<file path="config.mk">
export PLATFORM = sky130hd
export DESIGN_NAME = reloc_masked_crc32c_match_flat
export DESIGN_NICKNAME = d
export VERILOG_FILES = /design/src/rtl/rmcrc_pkg.sv /design/src/rtl/rmcrc_if.sv /design/src/rtl/rmcrc_core.sv /design/src/rtl/reloc_masked_crc32c_match.sv /design/src/flat_wrapper.sv
export SDC_FILE = /design/constraint.sdc
export NUM_CORES = 1
export LEC_CHECK = 0
export BUFFER_PORTS_ARGS = -buffer_cell sky130_fd_sc_hd__buf_2
export CAP_MARGIN = 30
export CELL_PAD_IN_SITES_DETAIL_PLACEMENT = 0
export CELL_PAD_IN_SITES_GLOBAL_PLACEMENT = 1
export CORE_MARGIN = 1
export CORE_UTILIZATION = 42
export CTS_CLUSTER_SIZE = 40
export DETAILED_ROUTE_END_ITERATION = 10
export GPL_TIMING_DRIVEN = 0
export MAX_ROUTING_LAYER = met4
export PLACE_DENSITY_LB_ADDON = 0.3
export SYNTH_ARGS = -nofsm -noshare
export SYNTH_HDL_FRONTEND = slang
export SYNTH_SLANG_ARGS = --single-unit
</file>
<file path="constraint.sdc">
create_clock -name i_clk -period 2.1 [get_ports i_clk]
set_clock_uncertainty 0.05 [all_clocks]
set_input_delay 0.21 -clock i_clk [delete_from_list [all_inputs] [get_ports i_clk]]
set_output_delay 0.21 -clock i_clk [all_outputs]
set_load 0.05 [all_outputs]
</file>
<file path="src/rtl/rmcrc_pkg.sv">
`default_nettype none

package rmcrc_pkg;

    localparam int COUNT_BITS_DEF = 24;
    localparam int LEN_W          = 24;
    localparam int CRC_W          = 32;
    localparam int CFG_W          = 32;
    localparam int CFG_IDX_W      = 2;
    localparam int HEAD_BYTES     = 8;

    localparam logic [CRC_W-1:0] CRC_POLY  = 32'h82F6_3B78;
    localparam logic [CRC_W-1:0] CRC_INIT  = 32'hFFFF_FFFF;
    localparam logic [7:0]       JUMP_KEEP = 8'hFC;
    localparam logic [1:0]       WORD_LAST = 2'd3;

    typedef enum logic [1:0] {
        RELOC_NONE   = 2'd0,
        RELOC_JUMP26 = 2'd1,
        RELOC_HALF16 = 2'd2
    } t_reloc;

    typedef enum logic [CFG_IDX_W-1:0] {
        CFG_SECTION_LENGTH = 2'd0,
        CFG_EXP_HEAD_CRC   = 2'd1,
        CFG_EXP_FULL_CRC   = 2'd2
    } t_cfg_idx;

    typedef struct packed {
        logic [7:0] data_byte;
        logic [1:0] reloc_start;
        logic       last_byte;
    } t_item;

    typedef struct packed {
        logic             matched;
        logic             length_ok;
        logic             head_crc_ok;
        logic [CRC_W-1:0] full_crc;
    } t_result;

    typedef struct packed {
        logic [LEN_W-1:0] section_length;
        logic [CRC_W-1:0] expected_head_crc;
        logic [CRC_W-1:0] expected_full_crc;
    } t_cfg;

    // reflected crc-32c, one byte, lsb first
    function automatic logic [CRC_W-1:0] crc_byte(input logic [CRC_W-1:0] crc_in,
                                                  input logic [7:0] data);
        logic [CRC_W-1:0] c;
        c = crc_in ^ {{(CRC_W-8){1'b0}}, data};
        for (int k = 0; k < 8; k++) begin
            c = c[0] ? ((c >> 1) ^ CRC_POLY) : (c >> 1);
        end
        return c;
    endfunction

endpackage

`default_nettype wire

</file>
<file path="src/rtl/rmcrc_if.sv">
`default_nettype none

interface rmcrc_if #(
    parameter type t_payload = logic
);
    logic     valid;
    logic     ready;
    t_payload payload;

    modport source (output valid, output payload, input ready);
    modport sink   (input valid, input payload, output ready);
endinterface

`default_nettype wire

</file>
<file path="src/rtl/rmcrc_core.sv">
`default_nettype none

module rmcrc_core #(
    parameter int COUNT_BITS = rmcrc_pkg::COUNT_BITS_DEF
) (
    input  wire logic               i_clk,
    input  wire logic               i_rst_n,
    input  wire logic               i_adv,
    input  wire rmcrc_pkg::t_item   i_item,
    input  wire rmcrc_pkg::t_cfg    i_cfg,
    output rmcrc_pkg::t_result      o_result
);

    localparam int CMP_W = (COUNT_BITS > rmcrc_pkg::LEN_W) ? COUNT_BITS : rmcrc_pkg::LEN_W;
    localparam logic [COUNT_BITS-1:0] COUNT_MAX  = '1;
    localparam logic [COUNT_BITS-1:0] COUNT_HEAD = COUNT_BITS'(rmcrc_pkg::HEAD_BYTES);

    logic [rmcrc_pkg::CRC_W-1:0] r_crc, n_crc;
    logic [rmcrc_pkg::CRC_W-1:0] r_head, n_head;
    logic [COUNT_BITS-1:0]       r_count, n_count;
    logic [1:0]                  r_left, n_left;
    logic                        r_jump, n_jump;
    logic [7:0]                  masked;
    logic [rmcrc_pkg::CRC_W-1:0] full;
    logic [rmcrc_pkg::CRC_W-1:0] head;
    logic                        len_ok;
    logic                        head_ok;

    always_comb begin
        masked = i_item.data_byte;
        n_left = r_left;
        n_jump = r_jump;
        // bytes still covered by an earlier word
        if (r_left != 2'd0) begin
            if (r_jump || r_left <= 2'd2) begin
                masked = 8'h00;
            end
            n_left = r_left - 2'd1;
        end
        unique case (i_item.reloc_start)
            rmcrc_pkg::RELOC_JUMP26: begin
                masked = masked & rmcrc_pkg::JUMP_KEEP;
                n_jump = 1'b1;
                n_left = rmcrc_pkg::WORD_LAST;
            end
            rmcrc_pkg::RELOC_HALF16: begin
                n_jump = 1'b0;
                n_left = rmcrc_pkg::WORD_LAST;
            end
            default: begin
            end
        endcase

        n_crc   = rmcrc_pkg::crc_byte(r_crc, masked);
        n_count = (r_count != COUNT_MAX) ? r_count + 1'b1 : r_count;
        n_head  = (n_count == COUNT_HEAD) ? ~n_crc : r_head;

        full    = ~n_crc;
        head    = (n_count < COUNT_HEAD) ? full : n_head;
        len_ok  = CMP_W'(n_count) == CMP_W'(i_cfg.section_length);
        head_ok = head == i_cfg.expected_head_crc;

        o_result.length_ok   = len_ok;
        o_result.head_crc_ok = head_ok;
        o_result.full_crc    = full;
        o_result.matched     = len_ok && head_ok && (full == i_cfg.expected_full_crc);
    end

    always_ff @(posedge i_clk) begin
        if (!i_rst_n) begin
            r_crc   <= rmcrc_pkg::CRC_INIT;
            r_head  <= '0;
            r_count <= '0;
            r_left  <= 2'd0;
            r_jump  <= 1'b0;
        end else if (i_adv) begin
            if (i_item.last_byte) begin
                // a word cut by the end is dropped with the rest of the stream
                r_crc   <= rmcrc_pkg::CRC_INIT;
                r_head  <= '0;
                r_count <= '0;
                r_left  <= 2'd0;
                r_jump  <= 1'b0;
            end else begin
                r_crc   <= n_crc;
                r_head  <= n_head;
                r_count <= n_count;
                r_left  <= n_left;
                r_jump  <= n_jump;
            end
        end
    end

    a_clear_after_last: assert property (@(posedge i_clk) disable iff (!i_rst_n)
        i_adv && i_item.last_byte |=> r_count == '0 && r_crc == rmcrc_pkg::CRC_INIT
                                      && r_left == 2'd0)
        else $error("stream state not cleared after last item");

    a_count_sat: assert property (@(posedge i_clk) disable iff (!i_rst_n)
        i_adv && !i_item.last_byte && r_count == COUNT_MAX |=> r_count == COUNT_MAX)
        else $error("byte count wrapped");

    a_head_capture: assert property (@(posedge i_clk) disable iff (!i_rst_n)
        i_adv && !i_item.last_byte && n_count == COUNT_HEAD |=> r_head == ~r_crc)
        else $error("head crc not captured at eighth byte");

endmodule

`default_nettype wire

</file>
<file path="src/rtl/reloc_masked_crc32c_match.sv">
// Relocation-masked CRC-32C matcher. Takes one candidate byte per item on i_in and
// keeps a reflected CRC-32C (init all ones, final invert) over the bytes after
// masking relocated big-endian words: a jump26 start keeps the top 6 bits of the
// word, a half16 start zeroes its low two bytes. Only an item with last_byte set
// gives a result on o_res (matched, length_ok, head_crc_ok, full_crc) and then
// clears the stream state for the next candidate. An item is taken every cycle
// unless a last item is held; each item waits in the input register while the
// CRC byte update and the compares run. The result register takes the outcome
// as a last item advances, so o_res.valid rises in the next cycle. A last item
// is only held in the input register while an earlier result waits unaccepted
// on o_res. The byte counter saturates at 2^COUNT_BITS-1. Configuration (index
// 0 section_length, reset 1; 1 expected_head_crc and 2 expected_full_crc, reset
// 0) must be written through i_cfg_we only while idle; the block does not check.
`default_nettype none

module reloc_masked_crc32c_match #(
    parameter int COUNT_BITS = rmcrc_pkg::COUNT_BITS_DEF
) (
    input  wire logic                            i_clk,
    input  wire logic                            i_rst_n,
    input  wire logic                            i_cfg_we,
    input  wire logic [rmcrc_pkg::CFG_IDX_W-1:0] i_cfg_idx,
    input  wire logic [rmcrc_pkg::CFG_W-1:0]     i_cfg_data,
    rmcrc_if.sink                                i_in,
    rmcrc_if.source                              o_res
);

    rmcrc_pkg::t_cfg    r_cfg;
    rmcrc_pkg::t_item   r_in;
    logic               r_in_valid;
    rmcrc_pkg::t_result r_out;
    logic               r_out_valid;
    rmcrc_pkg::t_result step_result;
    logic               out_free;
    logic               adv;

    assign out_free    = !r_out_valid || o_res.ready;
    // a last item waits in the input register while the result slot is full
    assign adv         = r_in_valid && (!r_in.last_byte || out_free);
    assign i_in.ready  = !r_in_valid || adv;
    assign o_res.valid   = r_out_valid;
    assign o_res.payload = r_out;

    always_ff @(posedge i_clk) begin
        if (!i_rst_n) begin
            r_cfg.section_length    <= rmcrc_pkg::LEN_W'(1);
            r_cfg.expected_head_crc <= '0;
            r_cfg.expected_full_crc <= '0;
        end else if (i_cfg_we) begin
            unique case (i_cfg_idx)
                rmcrc_pkg::CFG_SECTION_LENGTH:
                    r_cfg.section_length <= i_cfg_data[rmcrc_pkg::LEN_W-1:0];
                rmcrc_pkg::CFG_EXP_HEAD_CRC:
                    r_cfg.expected_head_crc <= i_cfg_data[rmcrc_pkg::CRC_W-1:0];
                rmcrc_pkg::CFG_EXP_FULL_CRC:
                    r_cfg.expected_full_crc <= i_cfg_data[rmcrc_pkg::CRC_W-1:0];
                default: begin
                end
            endcase
        end
    end

    always_ff @(posedge i_clk) begin
        if (!i_rst_n) begin
            r_in_valid  <= 1'b0;
            r_out_valid <= 1'b0;
        end else begin
            if (i_in.valid && i_in.ready) begin
                r_in_valid <= 1'b1;
            end else if (adv) begin
                r_in_valid <= 1'b0;
            end
            if (adv && r_in.last_byte) begin
                r_out_valid <= 1'b1;
            end else if (o_res.ready) begin
                r_out_valid <= 1'b0;
            end
        end
    end

    always_ff @(posedge i_clk) begin
        if (i_in.valid && i_in.ready) begin
            r_in <= i_in.payload;
        end
        if (adv && r_in.last_byte) begin
            r_out <= step_result;
        end
    end

    rmcrc_core #(
        .COUNT_BITS (COUNT_BITS)
    ) u_core (
        .i_clk    (i_clk),
        .i_rst_n  (i_rst_n),
        .i_adv    (adv),
        .i_item   (r_in),
        .i_cfg    (r_cfg),
        .o_result (step_result)
    );

    a_stall_holds_last: assert property (@(posedge i_clk) disable iff (!i_rst_n)
        r_in_valid && r_in.last_byte && r_out_valid && !o_res.ready |-> !i_in.ready)
        else $error("input taken while a last item is blocked");

    a_result_from_last: assert property (@(posedge i_clk) disable iff (!i_rst_n)
        $rose(r_out_valid) |-> $past(r_in_valid && r_in.last_byte))
        else $error("result without a last item");

    a_no_result_loss: assert property (@(posedge i_clk) disable iff (!i_rst_n)
        r_out_valid && !o_res.ready |=> r_out_valid)
        else $error("pending result dropped");

endmodule

`default_nettype wire
</file>
<file path="src/flat_wrapper.sv">
// flat-port wrapper written by rule: the top's interface ports become plain ports
module reloc_masked_crc32c_match_flat 
#(
    parameter int COUNT_BITS = rmcrc_pkg::COUNT_BITS_DEF
)
  (i_clk, i_rst_n, i_cfg_we, i_cfg_idx, i_cfg_data, i_in_valid, i_in_payload, i_in_ready, o_res_valid, o_res_payload, o_res_ready);
  rmcrc_if i_in_i ();
  rmcrc_if o_res_i ();
  input  wire logic i_clk;
  input  wire logic i_rst_n;
  input  wire logic i_cfg_we;
  input  wire logic [rmcrc_pkg::CFG_IDX_W-1:0] i_cfg_idx;
  input  wire logic [rmcrc_pkg::CFG_W-1:0] i_cfg_data;
  input wire logic [$bits(i_in_i.valid)-1:0] i_in_valid;
  input wire logic [$bits(i_in_i.payload)-1:0] i_in_payload;
  output wire logic [$bits(i_in_i.ready)-1:0] i_in_ready;
  output wire logic [$bits(o_res_i.valid)-1:0] o_res_valid;
  output wire logic [$bits(o_res_i.payload)-1:0] o_res_payload;
  input wire logic [$bits(o_res_i.ready)-1:0] o_res_ready;
  assign i_in_i.valid = i_in_valid;
  assign i_in_i.payload = i_in_payload;
  assign i_in_ready = i_in_i.ready;
  assign o_res_valid = o_res_i.valid;
  assign o_res_payload = o_res_i.payload;
  assign o_res_i.ready = o_res_ready;
  reloc_masked_crc32c_match #(.COUNT_BITS(COUNT_BITS)) u_core (.i_clk(i_clk), .i_rst_n(i_rst_n), .i_cfg_we(i_cfg_we), .i_cfg_idx(i_cfg_idx), .i_cfg_data(i_cfg_data), .i_in(i_in_i), .o_res(o_res_i));
endmodule
</file>
# After elaboration in Yosys (flattened, before gate mapping)
# Cells that the tools add are included.
# totals
in_bits,40
elab_cells,38
output_inout_bits,3
register_bits,36
# classes
mux,13
bitwise,9
reduce_logical,11
# op_table
cell,count
32-bit 2-to-1 mux,9
16-bit NOT with 17-bit output,8
1-bit 2-to-1 mux,4
2-bit nonzero test,2
1-bit logical AND,3
1-bit zero test,3
1-bit logical OR,3
1-bit NOT,1

# Longest topological paths before layout
# depth
depth_word,17
ltp_mapped,6
ltp_nobuf,5

# Modules after synthesis
# From an unflattened synthesis, not the netlist that was laid out.
# hier_totals
cells_unflattened,1250
hier_area_um2,11270.8
# modules_own_cells
module,cells_each,instances,area_each_um2,seq_area_each_um2
rmcrc_core,911,1,7830.0,1821.7
reloc_masked_crc32c_match,339,1,3440.8,1861.8

# Least setup slack after synthesis
# No wires, ideal clock.
# synth_path
kind,reg-to-reg
startpoint,register u_core.r_out_valid (netlist: u_core.o_res.valid)
endpoint,register u_core.u_core.r_crc[18] (netlist bit)
setup_time_ns,0.134
period_less_slack_ns,1.869
n_path_buf,2
arrival_time_ns,1.685
path_stages_with_launch,7
path_slack_ns,0.231
required_ns,1.916
cell_sequence,dfxtp_1 nor2b_1 nor2_1 nor2b_1 clkbuf_1 buf_2 o211ai_1
# synth_via
elab_chain_len,4
# synth_lines
element,line_no,rtl
start: declaration,reloc_masked_crc32c_match.sv:32,logic r_out_valid;
start signal: assignment,reloc_masked_crc32c_match.sv:66,r_out_valid <= 1'b0;
start signal: assignment,reloc_masked_crc32c_match.sv:74,r_out_valid <= 1'b1;
start signal: assignment,reloc_masked_crc32c_match.sv:76,r_out_valid <= 1'b0;
1-bit zero test,reloc_masked_crc32c_match.sv:37,assign out_free = !r_out_valid || o_res.ready;
1-bit logical OR,reloc_masked_crc32c_match.sv:37,
1-bit logical OR,reloc_masked_crc32c_match.sv:39,assign adv = r_in_valid && (!r_in.last_byte || out_free);
1-bit logical AND,reloc_masked_crc32c_match.sv:39,
end signal: assignment,rmcrc_core.sv:71,r_crc <= rmcrc_pkg::CRC_INIT;
end signal: assignment,rmcrc_core.sv:79,r_crc <= rmcrc_pkg::CRC_INIT;
end signal: assignment,rmcrc_core.sv:85,r_crc <= n_crc;
end: declaration,rmcrc_core.sv:18,"logic [rmcrc_pkg::CRC_W-1:0] r_crc, n_crc;"
# No other way between the ends.
# A chain may end at the register's enable or synchronous reset.

# Worst setup path after layout
# layout_path
startpoint,register u_core.u_core.r_crc[6] (netlist bit)
endpoint,register u_core.u_core.r_crc[22] (netlist bit)
# layout_via
elab_chain_len,13
# layout_lines
element,line_no,rtl
16-bit NOT with 17-bit output (no line),--,
32-bit 2-to-1 mux (*),rmcrc_pkg.sv:54,c = c[0] ? ((c >> 1) ^ CRC_POLY) : (c >> 1);
16-bit NOT with 17-bit output (no line),--,
32-bit 2-to-1 mux (*),rmcrc_pkg.sv:54,
16-bit NOT with 17-bit output (no line),--,
32-bit 2-to-1 mux (*) (5 in a row),rmcrc_pkg.sv:54,
16-bit NOT with 17-bit output (no line),--,
32-bit 2-to-1 mux (*),rmcrc_pkg.sv:54,
32-bit 2-to-1 mux (*),rmcrc_core.sv:77,if (i_item.last_byte) begin
# Every way passes the cells marked *; elsewhere a longest branch is shown, timed or not.

==> flow_metrics.tcl <==
set metrics [dict create \
    worstSetupEndpointType "flop" \
    drc 0 \
    cts_sinks 36 \
    power.leakage_nw 0.927 \
    die_x_um 73.0 \
    io_pins 43 \
    cts_root_buf "clkbuf_8" \
    muxShareOfSynthArea_pct 0 \
    max-cap-violations 0 \
    final_cell_mix "xnor2_1 (48), dfxtp_1 (34), nand2_1 (31)" \
    crit_chain "buf_2 > xnor2_4 > xor2_2 > xnor3_1 > nor2_1 > o21ai_1" \
    path_buf_inv 1 \
    postCtsSetupBuffers 0 \
    synth_compound_area_share_pct 11.9 \
    synth-seq-cells 36 \
    cts_buffers 5 \
    drt_pass1_iterations 4 \
    grt_pass1_vias 1404 \
    synth_cell_types 27 \
    cp_max_fo 5 \
    fp-row-count 25 \
    gp_congestion 0.746 \
    h-tree-depth 2 \
    layout-drive-gt1-share_pct 16.7 \
    fmax_ghz 0.533 \
    final_common_cell "xnor2_1" \
    hp-class "in -> reg" \
    path_class "reg -> reg" \
    cts.path.max_buffers 2 \
    power.total_mw 2.46 \
    timing.hold.ws_ns 0.0366 \
    synth_edf_count 2 \
    post-route-period-util_pct 89.4 \
    finalSetupViolCount 0 \
    insertion_delay_ns 0.29 \
    synth_xor_area_share_pct 39.0 \
    ys_warn_count 0 \
    ys_seq_area_share_pct 35.0 \
    synthAdderAreaFrac_pct 0 \
    rsz0062_at_grt "false" \
    synth_top_family_by_area "XOR/XNOR gates" \
    layout-area-overhead-vs-synth_pct 10.5 \
    wirelength_um 4520 \
    critPathMaxStageDelay_ns 0.46 \
    die_area_sq_mm 0.00532 \
    max-vdd-ir-drop_mv 0.422 \
    grt_max_degree 12 \
    cts_tree "yes" \
    synth.avg_cell_area_sq_um 9.97 \
    clk_pin_slew_ns 0.07 \
    synth_flop_cell "dfxtp_1" \
    path_delay_family "XOR/XNOR gates" \
    start_kind "flop" \
    via_per_inst 4.76 \
    dr.first_iter.drc_count 70 \
    syn_nets 252 \
    required_ns 2.23 \
    setup_tns_ns 0 \
    grt_usage_pct 20.4 \
    initial_core_util_pct 44.2 \
    antennaDiodeCount 0 \
    antenna_found_initial 0 \
    slowest_stage "xnor3_1" \
    hold_violations 0 \
    cellPowerDensity_mw_per_mm2 1050 \
    port_buffers 7 \
    drt-wirelength-per-cell_um 15.4 \
    core_sq_mm 0.00479 \
    tightest_slew_ns 0.606 \
    crit_arrival_ns 2.00 \
    slew_viol_final 0 \
    layout_min_cycle_time_ns 1.88 \
    antenna_left 0 \
    num_vias 1398 \
    synthCells 212 \
    grt_pass1_wl_um 7450 \
    status "complete, no violations" \
    hold_buffers 0 \
    dp_hpwl_um 3230 \
    synthArstFlopShare_pct 0 \
    nNetsFinal 266 \
    maxSlewHeadroom_pct 59.6 \
    synth-simple-area-share_pct 8.64 \
    fp.dieH_um 73.0 \
    grt_remaining_overflow 0 \
    synth_area_sq_mm 0.00211 \
]
## cell usage after synthesis, types with 3 or more instances
| cell type | n | area [sq um] |
|---|---|---|
| a21boi_0 | 3 | 22.5 |
| a31oi_1 | 4 | 25.0 |
| buf_2 | 5 | 25.0 |
| buf_6 | 4 | 45.0 |
| clkbuf_1 | 5 | 18.8 |
| dfxtp_1 | 34 | 681 |
| inv_1 | 3 | 11.3 |
| nand2_1 | 31 | 116 |
| nor2_1 | 10 | 37.5 |
| o211ai_1 | 21 | 158 |
| o22ai_1 | 3 | 18.8 |
| xnor2_1 | 48 | 420 |
| xnor2_2 | 3 | 48.8 |
| xnor3_1 | 3 | 67.6 |
| xor2_1 | 11 | 96.3 |
| xor2_2 | 5 | 81.3 |
## worst paths after layout
kind | start | endpoint | slack [ns] | cells after the start
worst max-delay path | u_core.u_core.r_crc[6] | u_core.u_core.r_crc[22] | 0.22 | 6
worst min register to register | u_core.u_core.r_crc[27] | u_core.u_core.r_crc[27] | 0.43 | 2
worst max register to register | u_core.u_core.r_crc[6] | u_core.u_core.r_crc[22] | 0.22 | 6
worst min-delay path | i_in_payload | u_core.r_in[0] | 0.04 | 1
## power by group
group | leakage (nW) | internal (mW) | switching, mW
clock | 0.0515 | 0.300 | 0.252
combinational | 0.577 | 0.544 | 0.559
sequential | 0.299 | 0.766 | 0.0419
## area by class of cell
type | count | area [sq um]
fill | 478 | 2450
multi-input combinational | 156 | 1260
sequential | 36 | 741
buffer | 17 | 106
clock buffer | 8 | 100
tap | 67 | 83.8
timing repair buffer | 7 | 35.0
inverter | 3 | 11.3
## worst register-to-register path, stage by stage, from the launching register on
cell and delay, ns:
dfxtp_1 0.30, buf_2 0.18, xnor2_4 0.30, xor2_2 0.31, xnor3_1 0.46, nor2_1 0.11, o21ai_1 0.06
## registers in the layout, summed over array words and instances (netlist names)
signal and cells:
u_core.r_in_valid 1, u_core.u_core.r_crc 32, u_core.r_in 1, u_core.o_res.payload 1, u_core.o_res.valid 1
## repair_timing
action / in CTS / in global routing
gates resized for setup: 0 / 3
endpoints found under the setup margin: 0 / 4
hold endpoints to repair: 0 / 0
## metrics by stage
stage | area [sq um] | utilization [%] | worst slack (ns) | std cells
floorplan | 2110 | - | 0.231 | 212
global placement | 2230 | 46.7 | 0.188 | 286
detailed placement | 2230 | 46.7 | 0.179 | 286
CTS | 2330 | 48.8 | 0.141 | 294
global route | 2340 | 48.8 | 0.0392 | 294
finish | 2340 | 48.8 | 0.223 | 294
## routing by layer
metal	vias to the layer above	global-route usage, %	wire (um)
met4	0	8.71	78
met2	19	29.9	2020
li1	719	-	-
met1	653	27.6	2320
met3	7	3.73	100
met5	-	-	0
## cells by family (layout without fill, tap and decap cells)
| kind of cell | after synthesis | after routing |
|---|---|---|
| simple gates | 46 | 46 |
| flops | 36 | 36 |
| buf+inv | 20 | 35 |
| xor+xnor | 74 | 74 |
| compound gates | 36 | 36 |
Note: power is estimated with default switching activity, not from simulation.
